**src/rtl/bvrc_pkg.sv**
```systemverilog
// Shared definitions for the byte vocabulary rank coder.
// Action and error codes, map geometry, scan interface types and a popcount helper.
// No dependencies.
package bvrc_pkg;

  localparam int unsigned MAP_BITS = 256;
  localparam int unsigned ROW_W    = 8;
  localparam int unsigned ROWS     = MAP_BITS / ROW_W;
  localparam int unsigned ROW_AW   = $clog2(ROWS);

  localparam logic [1:0] ACT_CLEAR  = 2'd0;
  localparam logic [1:0] ACT_LEARN  = 2'd1;
  localparam logic [1:0] ACT_ENCODE = 2'd2;
  localparam logic [1:0] ACT_DECODE = 2'd3;

  localparam logic [1:0] ERR_NONE    = 2'd0;
  localparam logic [1:0] ERR_UNKNOWN = 2'd1;
  localparam logic [1:0] ERR_BAD_ID  = 2'd2;

  localparam logic [ROW_AW-1:0] LAST_ROW = ROW_AW'(ROWS - 1);

  typedef struct packed {
    logic       start;
    logic       decode;
    logic [7:0] key;
  } scan_req_t;

  typedef struct packed {
    logic       done;
    logic [7:0] result;
  } scan_rsp_t;

  function automatic logic [3:0] popcnt8(input logic [7:0] v);
    logic [3:0] n;
    n = '0;
    for (int i = 0; i < 8; i++) begin
      n = n + 4'(v[i]);
    end
    return n;
  endfunction

endpackage

```
**src/rtl/byte_vocabulary_rank_coder_core.sv**
```systemverilog
// Byte vocabulary rank coder, top level.
// Holds the 256-bit seen map and distinct count; uses bvrc_scan and bvrc_pkg.
//
// Usage:
//   Input channel (in_valid_i / in_ready_o) carries action, byte_value, token_id
//   and last_in. Output channel (out_valid_o / out_ready_i) returns one result
//   per input transfer: id_out, byte_out, error_code, vocab_size, last_out.
//   Clear, learn, and encode/decode that end in an error need no scan:
//   the result is registered at the accepting edge and valid the next cycle.
//   A successful encode or decode runs a rank/select scan over the map, one
//   8-bit row per cycle over all 32 rows; its result is loaded into the output
//   register once the scan is done and the output register is free. One item
//   is in flight at a time: no input is taken while a scan is pending.
//   A held result in the output register does not block an input transfer if
//   the receiver takes it in the same cycle; otherwise in_ready_o stays low
//   until out_ready_i rises.
//   Reset clears the map, the count and all handshake state at once.
module byte_vocabulary_rank_coder_core import bvrc_pkg::*; (
  input  logic       clk_i,
  input  logic       rst_ni,
  input  logic       in_valid_i,
  output logic       in_ready_o,
  input  logic [1:0] action_i,
  input  logic [7:0] byte_value_i,
  input  logic [7:0] token_id_i,
  input  logic       last_in_i,
  output logic       out_valid_o,
  input  logic       out_ready_i,
  output logic [7:0] id_out_o,
  output logic [7:0] byte_out_o,
  output logic [1:0] error_code_o,
  output logic [8:0] vocab_size_o,
  output logic       last_out_o
);

  logic [7:0] map_q [ROWS];
  logic [8:0] count_q;
  logic       pend_q;
  logic       pend_dec_q;
  logic       pend_last_q;

  logic       out_valid_q;
  logic [7:0] id_q;
  logic [7:0] byte_q;
  logic [1:0] err_q;
  logic [8:0] vs_q;
  logic       last_q;

  logic              in_fire;
  logic              out_free;
  logic              seen;
  logic              id_ok;
  logic              need_scan;
  logic              scan_load;
  logic [ROW_AW-1:0] row_idx;
  scan_req_t         req;
  scan_rsp_t         rsp;

  assign out_free   = !out_valid_q || out_ready_i;
  assign in_ready_o = !pend_q && out_free;
  assign in_fire    = in_valid_i && in_ready_o;

  assign seen  = map_q[byte_value_i[7:3]][byte_value_i[2:0]];
  assign id_ok = {1'b0, token_id_i} < count_q;

  always_comb begin
    case (action_i)
      ACT_ENCODE: need_scan = seen;
      ACT_DECODE: need_scan = id_ok;
      default:    need_scan = 1'b0;
    endcase
  end

  assign req.start  = in_fire && need_scan;
  assign req.decode = (action_i == ACT_DECODE);
  assign req.key    = (action_i == ACT_DECODE) ? token_id_i : byte_value_i;

  assign scan_load = pend_q && rsp.done && out_free;

  bvrc_scan u_scan (
    .clk_i     (clk_i),
    .rst_ni    (rst_ni),
    .req_i     (req),
    .row_i     (map_q[row_idx]),
    .row_idx_o (row_idx),
    .rsp_o     (rsp)
  );

  always_ff @(posedge clk_i or negedge rst_ni) begin
    if (!rst_ni) begin
      for (int r = 0; r < ROWS; r++) begin
        map_q[r] <= '0;
      end
      count_q     <= '0;
      pend_q      <= 1'b0;
      out_valid_q <= 1'b0;
    end else begin
      if (in_fire && action_i == ACT_CLEAR) begin
        for (int r = 0; r < ROWS; r++) begin
          map_q[r] <= '0;
        end
        count_q <= '0;
      end else if (in_fire && action_i == ACT_LEARN && !seen) begin
        map_q[byte_value_i[7:3]][byte_value_i[2:0]] <= 1'b1;
        count_q <= count_q + 9'd1;
      end

      if (req.start) begin
        pend_q <= 1'b1;
      end else if (scan_load) begin
        pend_q <= 1'b0;
      end

      if ((in_fire && !need_scan) || scan_load) begin
        out_valid_q <= 1'b1;
      end else if (out_ready_i) begin
        out_valid_q <= 1'b0;
      end
    end
  end

  always_ff @(posedge clk_i) begin
    if (req.start) begin
      pend_dec_q  <= req.decode;
      pend_last_q <= last_in_i;
    end
    if (scan_load) begin
      id_q   <= pend_dec_q ? 8'd0 : rsp.result;
      byte_q <= pend_dec_q ? rsp.result : 8'd0;
      err_q  <= ERR_NONE;
      vs_q   <= count_q;
      last_q <= pend_last_q;
    end else if (in_fire && !need_scan) begin
      id_q   <= 8'd0;
      byte_q <= 8'd0;
      last_q <= last_in_i;
      case (action_i)
        ACT_CLEAR: begin
          err_q <= ERR_NONE;
          vs_q  <= '0;
        end
        ACT_LEARN: begin
          err_q <= ERR_NONE;
          vs_q  <= seen ? count_q : count_q + 9'd1;
        end
        ACT_ENCODE: begin
          err_q <= ERR_UNKNOWN;
          vs_q  <= count_q;
        end
        default: begin
          err_q <= ERR_BAD_ID;
          vs_q  <= count_q;
        end
      endcase
    end
  end

  assign out_valid_o  = out_valid_q;
  assign id_out_o     = id_q;
  assign byte_out_o   = byte_q;
  assign error_code_o = err_q;
  assign vocab_size_o = vs_q;
  assign last_out_o   = last_q;

  a_no_accept_in_scan: assert property (@(posedge clk_i) disable iff (!rst_ni)
    pend_q |-> !in_ready_o)
    else $error("input taken during scan");

  a_count_range: assert property (@(posedge clk_i) disable iff (!rst_ni)
    count_q <= 9'd256)
    else $error("distinct count out of range");

  a_learn_count: assert property (@(posedge clk_i) disable iff (!rst_ni)
    (in_fire && action_i == ACT_LEARN && !seen) |=> count_q == $past(count_q) + 9'd1)
    else $error("learn of new byte did not bump count");

  a_bad_id_zero: assert property (@(posedge clk_i) disable iff (!rst_ni)
    (out_valid_o && error_code_o != ERR_NONE) |-> (id_out_o == 8'd0 && byte_out_o == 8'd0))
    else $error("error result carries data");

endmodule

```
**src/rtl/bvrc_scan.sv**
```systemverilog
// Rank / select scan over the seen map, one 8-bit row per cycle.
// Encode: counts seen bytes below the key. Decode: finds the byte of rank key.
// Depends on bvrc_pkg.
module bvrc_scan import bvrc_pkg::*; (
  input  logic              clk_i,
  input  logic              rst_ni,
  input  scan_req_t         req_i,
  input  logic [7:0]        row_i,
  output logic [ROW_AW-1:0] row_idx_o,
  output scan_rsp_t         rsp_o
);

  logic              busy_q;
  logic              done_q;
  logic              decode_q;
  logic              found_q;
  logic [7:0]        key_q;
  logic [ROW_AW-1:0] cnt_q;
  logic [8:0]        acc_q;
  logic [7:0]        res_q;

  logic [7:0] mask;
  logic [8:0] sum;
  logic [2:0] rem;
  logic [2:0] pos;
  logic [3:0] seen_n;
  logic       pos_hit;
  logic       hit;

  always_comb begin
    if (decode_q) begin
      mask = 8'hFF;
    end else if (cnt_q < key_q[7:3]) begin
      mask = 8'hFF;
    end else if (cnt_q == key_q[7:3]) begin
      mask = (8'd1 << key_q[2:0]) - 8'd1;
    end else begin
      mask = 8'h00;
    end
  end

  assign sum = acc_q + 9'(popcnt8(row_i & mask));
  assign rem = 3'(key_q - acc_q[7:0]);
  assign hit = decode_q && !found_q && (sum > {1'b0, key_q});

  // position of the rem-th set bit in the current row
  always_comb begin
    pos     = '0;
    seen_n  = '0;
    pos_hit = 1'b0;
    for (int i = 0; i < 8; i++) begin
      if (row_i[i]) begin
        if (!pos_hit && seen_n == {1'b0, rem}) begin
          pos     = 3'(i);
          pos_hit = 1'b1;
        end
        seen_n = seen_n + 4'd1;
      end
    end
  end

  always_ff @(posedge clk_i or negedge rst_ni) begin
    if (!rst_ni) begin
      busy_q   <= 1'b0;
      done_q   <= 1'b0;
      decode_q <= 1'b0;
      found_q  <= 1'b0;
      key_q    <= '0;
      cnt_q    <= '0;
      acc_q    <= '0;
    end else if (req_i.start) begin
      busy_q   <= 1'b1;
      done_q   <= 1'b0;
      decode_q <= req_i.decode;
      found_q  <= 1'b0;
      key_q    <= req_i.key;
      cnt_q    <= '0;
      acc_q    <= '0;
    end else if (busy_q) begin
      acc_q <= sum;
      cnt_q <= cnt_q + 1'b1;
      if (hit) begin
        found_q <= 1'b1;
      end
      if (cnt_q == LAST_ROW) begin
        busy_q <= 1'b0;
        done_q <= 1'b1;
      end
    end
  end

  always_ff @(posedge clk_i) begin
    if (busy_q && hit) begin
      res_q <= {cnt_q, pos};
    end
  end

  assign row_idx_o    = cnt_q;
  assign rsp_o.done   = done_q;
  assign rsp_o.result = decode_q ? res_q : acc_q[7:0];

endmodule
```
**config.mk**
```make
export PLATFORM = sky130hd
export DESIGN_NAME = byte_vocabulary_rank_coder_core
export DESIGN_NICKNAME = d
export VERILOG_FILES = /design/src/rtl/bvrc_pkg.sv /design/src/rtl/byte_vocabulary_rank_coder_core.sv /design/src/rtl/bvrc_scan.sv
export SDC_FILE = /design/constraint.sdc
export NUM_CORES = 1
export LEC_CHECK = 0
export BUFFER_PORTS_ARGS = -buffer_cell sky130_fd_sc_hd__buf_4
export CAP_MARGIN = 20
export CORE_ASPECT_RATIO = 1.25
export CORE_UTILIZATION = 57
export CTS_CLUSTER_DIAMETER = 40
export DETAILED_ROUTE_END_ITERATION = 12
export HOLD_SLACK_MARGIN = 0.02
export PLACE_DENSITY = 0.84
export RECOVER_POWER = 50
export SLEW_MARGIN = 20
export SYNTH_ARGS = -nofsm -noshare
export SYNTH_HDL_FRONTEND = slang
export SYNTH_SLANG_ARGS = --single-unit
```
**constraint.sdc**
```tcl
create_clock -name clk_i -period 8.4 [get_ports clk_i]
set_input_delay 0.84 -clock clk_i [delete_from_list [all_inputs] [get_ports clk_i]]
set_output_delay 0.84 -clock clk_i [all_outputs]
set_load 0.01 [all_outputs]
```
# Word-level counts from Yosys, hierarchy flattened
# Index checks and enable logic that the tools add are counted.
[totals]
elab_cells = 226
mem_bits_rw = 0
regBits = 331
romBits = 0
out_inout_bits = 30
mem_count = 0
latch_bits = 0
[classes]
shifts = 1
multipliers = 0
add_sub_neg = 18
n_reduce_logical = 47
bitwise = 4
eq_ne = 12
div = 0
n_mux = 86
order_cmp = 8
[op_table]
columns = ["cell", "n"]
rows = [
  ["256-bit two-way mux", 2],
  ["256-bit bitwise OR", 1],
  ["8-bit two-way mux", 15],
  ["8-bit binary-select mux with 5-bit select", 2],
  ["9-bit two-way mux", 7],
  ["8-bit demux with 5-bit select", 1],
  ["3-bit two-way mux", 13],
  ["1-bit two-way mux", 33],
  ["4-bit by 1-bit adder with 4-bit output", 6],
  ["4-bit by 3-bit == test with 1-bit output", 6],
  ["4-bit two-way mux", 6],
  ["1-bit logical AND", 21],
  ["4-bit by 1-bit adder with 4-bit output, second input constant", 5],
  ["9-bit case mux with 2 select lines", 1],
  ["2-bit nonzero test", 7],
  ["6-bit greater-or-equal comparator, second input constant", 2],
  ["1-bit logical NOT", 12],
  ["5-bit NOT with 6-bit output", 2],
  ["5-bit two-way mux", 2],
  ["9-bit by 1-bit adder with 9-bit output, second input constant", 1],
  ["9-bit by 4-bit adder with 9-bit output", 1],
  ["9-bit by 8-bit greater-than comparator with 1-bit output", 1],
  ["8-bit by 9-bit less-than comparator with 1-bit output", 1],
  ["8-bit bitwise AND", 1],
  ["other kinds (24)", 27],
]

# Longest topological paths before layout
[depth]
ltp_word = 33
depth_mapped = 35

# Modules after synthesis
# Synthesis repeated with hierarchy kept, for this count alone.
[unflattened]
cells_unflattened = 1794
area_unflattened_um2 = 18584.1
[modules_own_cells]
columns = ["module", "area_each_um2", "instances", "cells_per_inst"]
rows = [
  ["byte_vocabulary_rank_coder_core", 15564.9, 1, 1466],
  ["bvrc_scan", 3019.1, 1, 328],
]

# Least setup slack after synthesis
# Ideal clock, no wire load.
[synth_path]
path_kind = "register -> register"
start = "register u_scan.cnt_q[0], in the netlist u_scan.row_idx_o[0]"
end = "register u_scan.res_q[0] (enable)"
required_time_ns = 8.011
n_path_buf = 6
period_less_slack_ns = 7.772
path_stages_with_launch = 31
slack_ns = 0.628
t_arrival_ns = 7.383
cell_sequence = "dfrtp_1 > buf_6 > buf_12 > buf_12 > buf_6 > buf_4 > buf_2 > mux4_2 > mux4_2 > mux2i_1 > nor2_1 > ha_1 > inv_1 > fa_1 > fa_1 > fa_1 > fa_1 > xnor2_1 > ha_1 > a21oi_1 > nand2_1 > and2_1 > o21a_1 > xor2_1 > ha_1 > o21ai_0 > nand2b_1 > a21oi_1 > nor2b_1 > o22ai_1 > a211oi_1"
[synth_between]
elab_chain_cells = 16
[synth_lines]
columns = ["item", "line", "rtl"]
rows = [
  ["start, declared", "bvrc_scan.sv:18", "logic [ROW_AW-1:0] cnt_q;"],
  ["start signal, assigned", "bvrc_scan.sv:81", "cnt_q <= cnt_q + 1'b1;"],
  ["5-bit NOT with 6-bit output (not written as such) or 5-bit == test (tied branches)", "byte_vocabulary_rank_coder_core.sv:84, bvrc_scan.sv:35", ""],
  ["8-bit binary-select mux with 5-bit select or 8-bit two-way mux (tied branches)", "byte_vocabulary_rank_coder_core.sv:84, bvrc_scan.sv:35", ""],
  ["8-bit two-way mux, on equally long branches", "byte_vocabulary_rank_coder_core.sv:84, bvrc_scan.sv:33", ""],
  ["8-bit two-way mux, on equally long branches", "byte_vocabulary_rank_coder_core.sv:84, bvrc_scan.sv:31", ""],
  ["8-bit bitwise AND (*)", "bvrc_scan.sv:42", "assign sum = acc_q + 9'(popcnt8(row_i & mask));"],
  ["1-bit by 1-bit adder with 2-bit output", "bvrc_pkg.sv:37", "n = n + 4'(v[i]);"],
  ["4-bit by 1-bit adder with 4-bit output (5 in a row)", "bvrc_pkg.sv:37", ""],
  ["4-bit by 1-bit adder with 4-bit output (*)", "bvrc_pkg.sv:37", ""],
  ["9-bit by 4-bit adder with 9-bit output (*)", "bvrc_scan.sv:42", ""],
  ["9-bit by 8-bit greater-than comparator with 1-bit output (*)", "bvrc_scan.sv:44", "assign hit = decode_q && !found_q && (sum > {1'b0, key_q});"],
  ["1-bit logical AND (*)", "bvrc_scan.sv:44", ""],
  ["1-bit logical AND (*)", "bvrc_scan.sv:93", "if (busy_q && hit) begin"],
  ["end signal, assigned", "bvrc_scan.sv:94", "res_q <= {cnt_q, pos};"],
  ["end, declared", "bvrc_scan.sv:20", "logic [7:0] res_q;"],
]
# Mark *: on every way between the ends. The rest lies on a longest branch, timed or not. The select of a mux whose other input is x is not followed.
# A chain may end at the register's enable or synchronous reset.

# Worst setup path after layout
[layout_path]
start = "register u_scan.cnt_q[2], in the netlist u_scan.row_idx_o[2]"
end = "register u_scan.found_q"
[layout_between]
elab_chain_cells = 17
[layout_lines]
columns = ["item", "line", "rtl"]
rows = [
  ["5-bit NOT with 6-bit output (not written as such) or 5-bit == test (tied branches)", "byte_vocabulary_rank_coder_core.sv:84, bvrc_scan.sv:35", ""],
  ["8-bit binary-select mux with 5-bit select or 8-bit two-way mux (tied branches)", "byte_vocabulary_rank_coder_core.sv:84, bvrc_scan.sv:35", ""],
  ["8-bit two-way mux, on equally long branches", "byte_vocabulary_rank_coder_core.sv:84, bvrc_scan.sv:33", ""],
  ["8-bit two-way mux, on equally long branches", "byte_vocabulary_rank_coder_core.sv:84, bvrc_scan.sv:31", ""],
  ["8-bit bitwise AND (*)", "bvrc_scan.sv:42", ""],
  ["1-bit by 1-bit adder with 2-bit output", "bvrc_pkg.sv:37", ""],
  ["4-bit by 1-bit adder with 4-bit output (5 in a row)", "bvrc_pkg.sv:37", ""],
  ["4-bit by 1-bit adder with 4-bit output (*)", "bvrc_pkg.sv:37", ""],
  ["9-bit by 4-bit adder with 9-bit output (*)", "bvrc_scan.sv:42", ""],
  ["9-bit by 8-bit greater-than comparator with 1-bit output (*)", "bvrc_scan.sv:44", ""],
  ["1-bit logical AND (*)", "bvrc_scan.sv:44", ""],
  ["2-bit nonzero test (no line) (*)", "-", ""],
  ["2-bit AND reduction (no line) (*)", "-", ""],
  ["end signal, assigned", "bvrc_scan.sv:67", "found_q <= 1'b0;"],
  ["end signal, assigned", "bvrc_scan.sv:75", "found_q <= 1'b0;"],
  ["end signal, assigned", "bvrc_scan.sv:83", "found_q <= 1'b1;"],
  ["end, declared", "bvrc_scan.sv:16", "logic found_q;"],
]
# Marks and branches as above.

==> results.cfg <==
[floorplanning]
die_area_um2 = 33600
start_util = 0.584
dieHeight_um = 205
rows = 73
dieWidth_um = 164
coreArea_um2 = 32100
boundaryPins = 53

[worst_setup_path]
end_kind = flip-flop
cp_slowest_stage_delay_ns = 1.28
crit_type = flip-flop to flip-flop
critPathSlowestCell = dfrtp_1
cp_max_fo = 30
arrival_ns = 8.32
crit_required_ns = 8.84
worstSetupStartpointType = flip-flop
cpMostUsedCell = fa_1

[finish]
diodes = 0
final_cells = 2103
final_nets = 1731
drive_above_1_share = 0.158
fill_cells = 2383
syn_to_final_growth_pct = 9.60

[route]
dr_total_vias = 14931
wl_um = 55600
routed_via_density = 7.10
wl_per_cell_um = 26.4
firstDrtPassIters = 7
drt-initial-drc-count = 2075
drc_errors = 0
drtAntennaViolNets = 0

[placed_design]
dp_hpwl_um = 37000
place.gp.congestion = 0.992
io_buffer_count = 52
dp_cells = 2032

[global_route]
grt_overflow = 0
antenna_found_initial = 0
grt_pass1_vias = 15106
grt_max_degree = 195
grt_pass1_wl_um = 86900
track_usage = 0.345

[timing]
fin_crit_ns = 7.88
finalCritPeriodShare = 0.938
slew_headroom = -2.50
maxSlewViolCount = 177
rsz0062_at_grt = false
setup_tns_ns = 0
skew_ns = 0.0242
max_freq_ghz = 0.127
hold_viol = 0
worst_slew_pin_slew_ns = 5.24
finalSetupViolCount = 0

[synthesis]
synthFlopType = dfrtp_1
netlist_area_um2 = 18700
synth_fp_nets = 1738
synth_seq_cells = 331
yosysSeqAreaShare = 0.452
ys_types = 80
yosysMostFrequentCell = dfrtp_1
yosysTopAreaCell = dfrtp_1
synthCells = 1670
synth_area_leaders = dfrtp_1 39%, mux4_2 14%, a22o_1 6.3%
synth-edff-count = 36
yosys.area.top_type_share = 0.392
async_flop_share = 0.885
yosys_warnings = 0
avgSynthCellArea_um2 = 11.2
synth_commonest_cells = 293 x dfrtp_1, 205 x nand2_1, 166 x o21ai_0, 134 x a22o_1, 116 x mux4_2

[pwr]
p_per_area_nw_per_um2 = 322
power.leakage_nw = 8.75
ir_drop_mv = 0.267

[clock_network]
cts.sinks = 331
clk_pin_slew_ns = 0.06
cts_tree = done
ctsResizeCount = 0
clockBufferDepth = 3
postCtsSetupBuffers = 0
ctsHoldBuffers = 0
cts_made_buffers = 39
root_buffer = clkbuf_16
clock_latency_ns = 0.56
htree_levels = 2

[run]
drv_cap = 2

[hold_path]
worstHoldPathType = flip-flop to flip-flop

[run_status]
failed_checks = max-capacitance violations, max-slew violations
status = finished, violations left
-- flip-flops by register name, indices dropped and copies added (netlist names), 2 cells and up --
name	count
byte_out_o	8
count_q	9
error_code_o	2
id_out_o	8
map_q	256
u_scan.acc_q	9
u_scan.key_q	8
u_scan.res_q	8
u_scan.row_idx_o	5
vocab_size_o	9
-- worst max-delay path: cells and delay by family (launching register included) --
family	cells	cell delay [ns]
compound gates	8	1.17
xor+xnor	1	0.25
fa+ha+maj	7	2.72
buf+inv	3	0.76
flops	1	1.28
mux	2	0.92
simple gates	6	0.67
-- cell usage in the layout (no fill, tap or decap), types with 11 or more instances in the layout --
master     instances
a21o_1            11
a21oi_1           35
a22o_1           134
a22oi_1           35
buf_4             49
clkbuf_1          34
clkbuf_16         40
dfrtp_1          291
edfxtp_1          36
ha_1              39
inv_1             42
mux2i_1           60
mux4_2           116
nand2_1          203
nand2b_1          15
nand3_1           29
nand4_1           19
nor2_1            88
o21ai_0          166
o31ai_1           12
xnor2_1           17
xor2_1            18
-- report_power, final --
part / internal (mW) / switching, mW / leakage, nW
clock: 1.01 / 0.727 / 0.638
combinational: 1.21 / 1.60 / 3.73
sequential: 1.79 / 0.265 / 4.39
-- per-stage QoR --
step                hold slack [ns]  cell area (µm²)  setup WS [ns]   util  total power [mW]
finish                        0.492            20500          0.518  0.640              6.60
global route                  0.517            20500          0.164  0.640              6.98
CTS                           0.348            20600          0.861  0.643              6.59
detailed placement            0.483            19300          0.909  0.602              4.85
global placement              0.463            19300           1.05  0.602              4.75
floorplan                     0.461            18700          0.628      -              4.21
-- worst paths after layout --
check	to	cells past startpoint	slack [ns]	from
min in group asynchronous	map_q[111]	1	2.20	rst_ni
worst max register to register	u_scan.found_q	27	0.52	u_scan.row_idx_o[2]
worst min-delay path	map_q[75]	2	0.49	map_q[75]
max in group asynchronous	u_scan.row_idx_o[0]	2	1.96	rst_ni
worst min register to register	map_q[75]	2	0.49	map_q[75]
worst max-delay path	u_scan.found_q	27	0.52	u_scan.row_idx_o[2]
-- per-layer routing --
| layer | up-vias | routed length (µm) | GRT usage |
|---|---|---|---|
| met5 | - | 0 | 0 |
| met4 | 0 | 4480 | 0.241 |
| met3 | 286 | 5670 | 0.0798 |
| met2 | 957 | 26400 | 0.549 |
| met1 | 7428 | 19100 | 0.413 |
| li1 | 6260 | - | - |
-- cell families after synthesis --
kind of cell,count (synthesis),synth area share
xor gates and xnor gates,39,0.0216
DFF,331,0.452
buffers and inverters,175,0.0418
adders and majority gates,45,0.0325
muxes,182,0.176
AOI/OAI and AO/OA,447,0.164
and+or+nand+nor,451,0.113
-- area by class of cell --
cell class	instances	area, µm²	share of cell area
Timing Repair Buffer	84	528	0.0257
Sequential cell	331	8460	0.412
Clock buffer	45	1050	0.0512
Multi-Input combinational cell	1164	9540	0.465
Tap cell	412	515	0.0251
Clock inverter	24	268	0.0130
Inverter	43	161	0.00787
(Power assumes the default switching activity.)
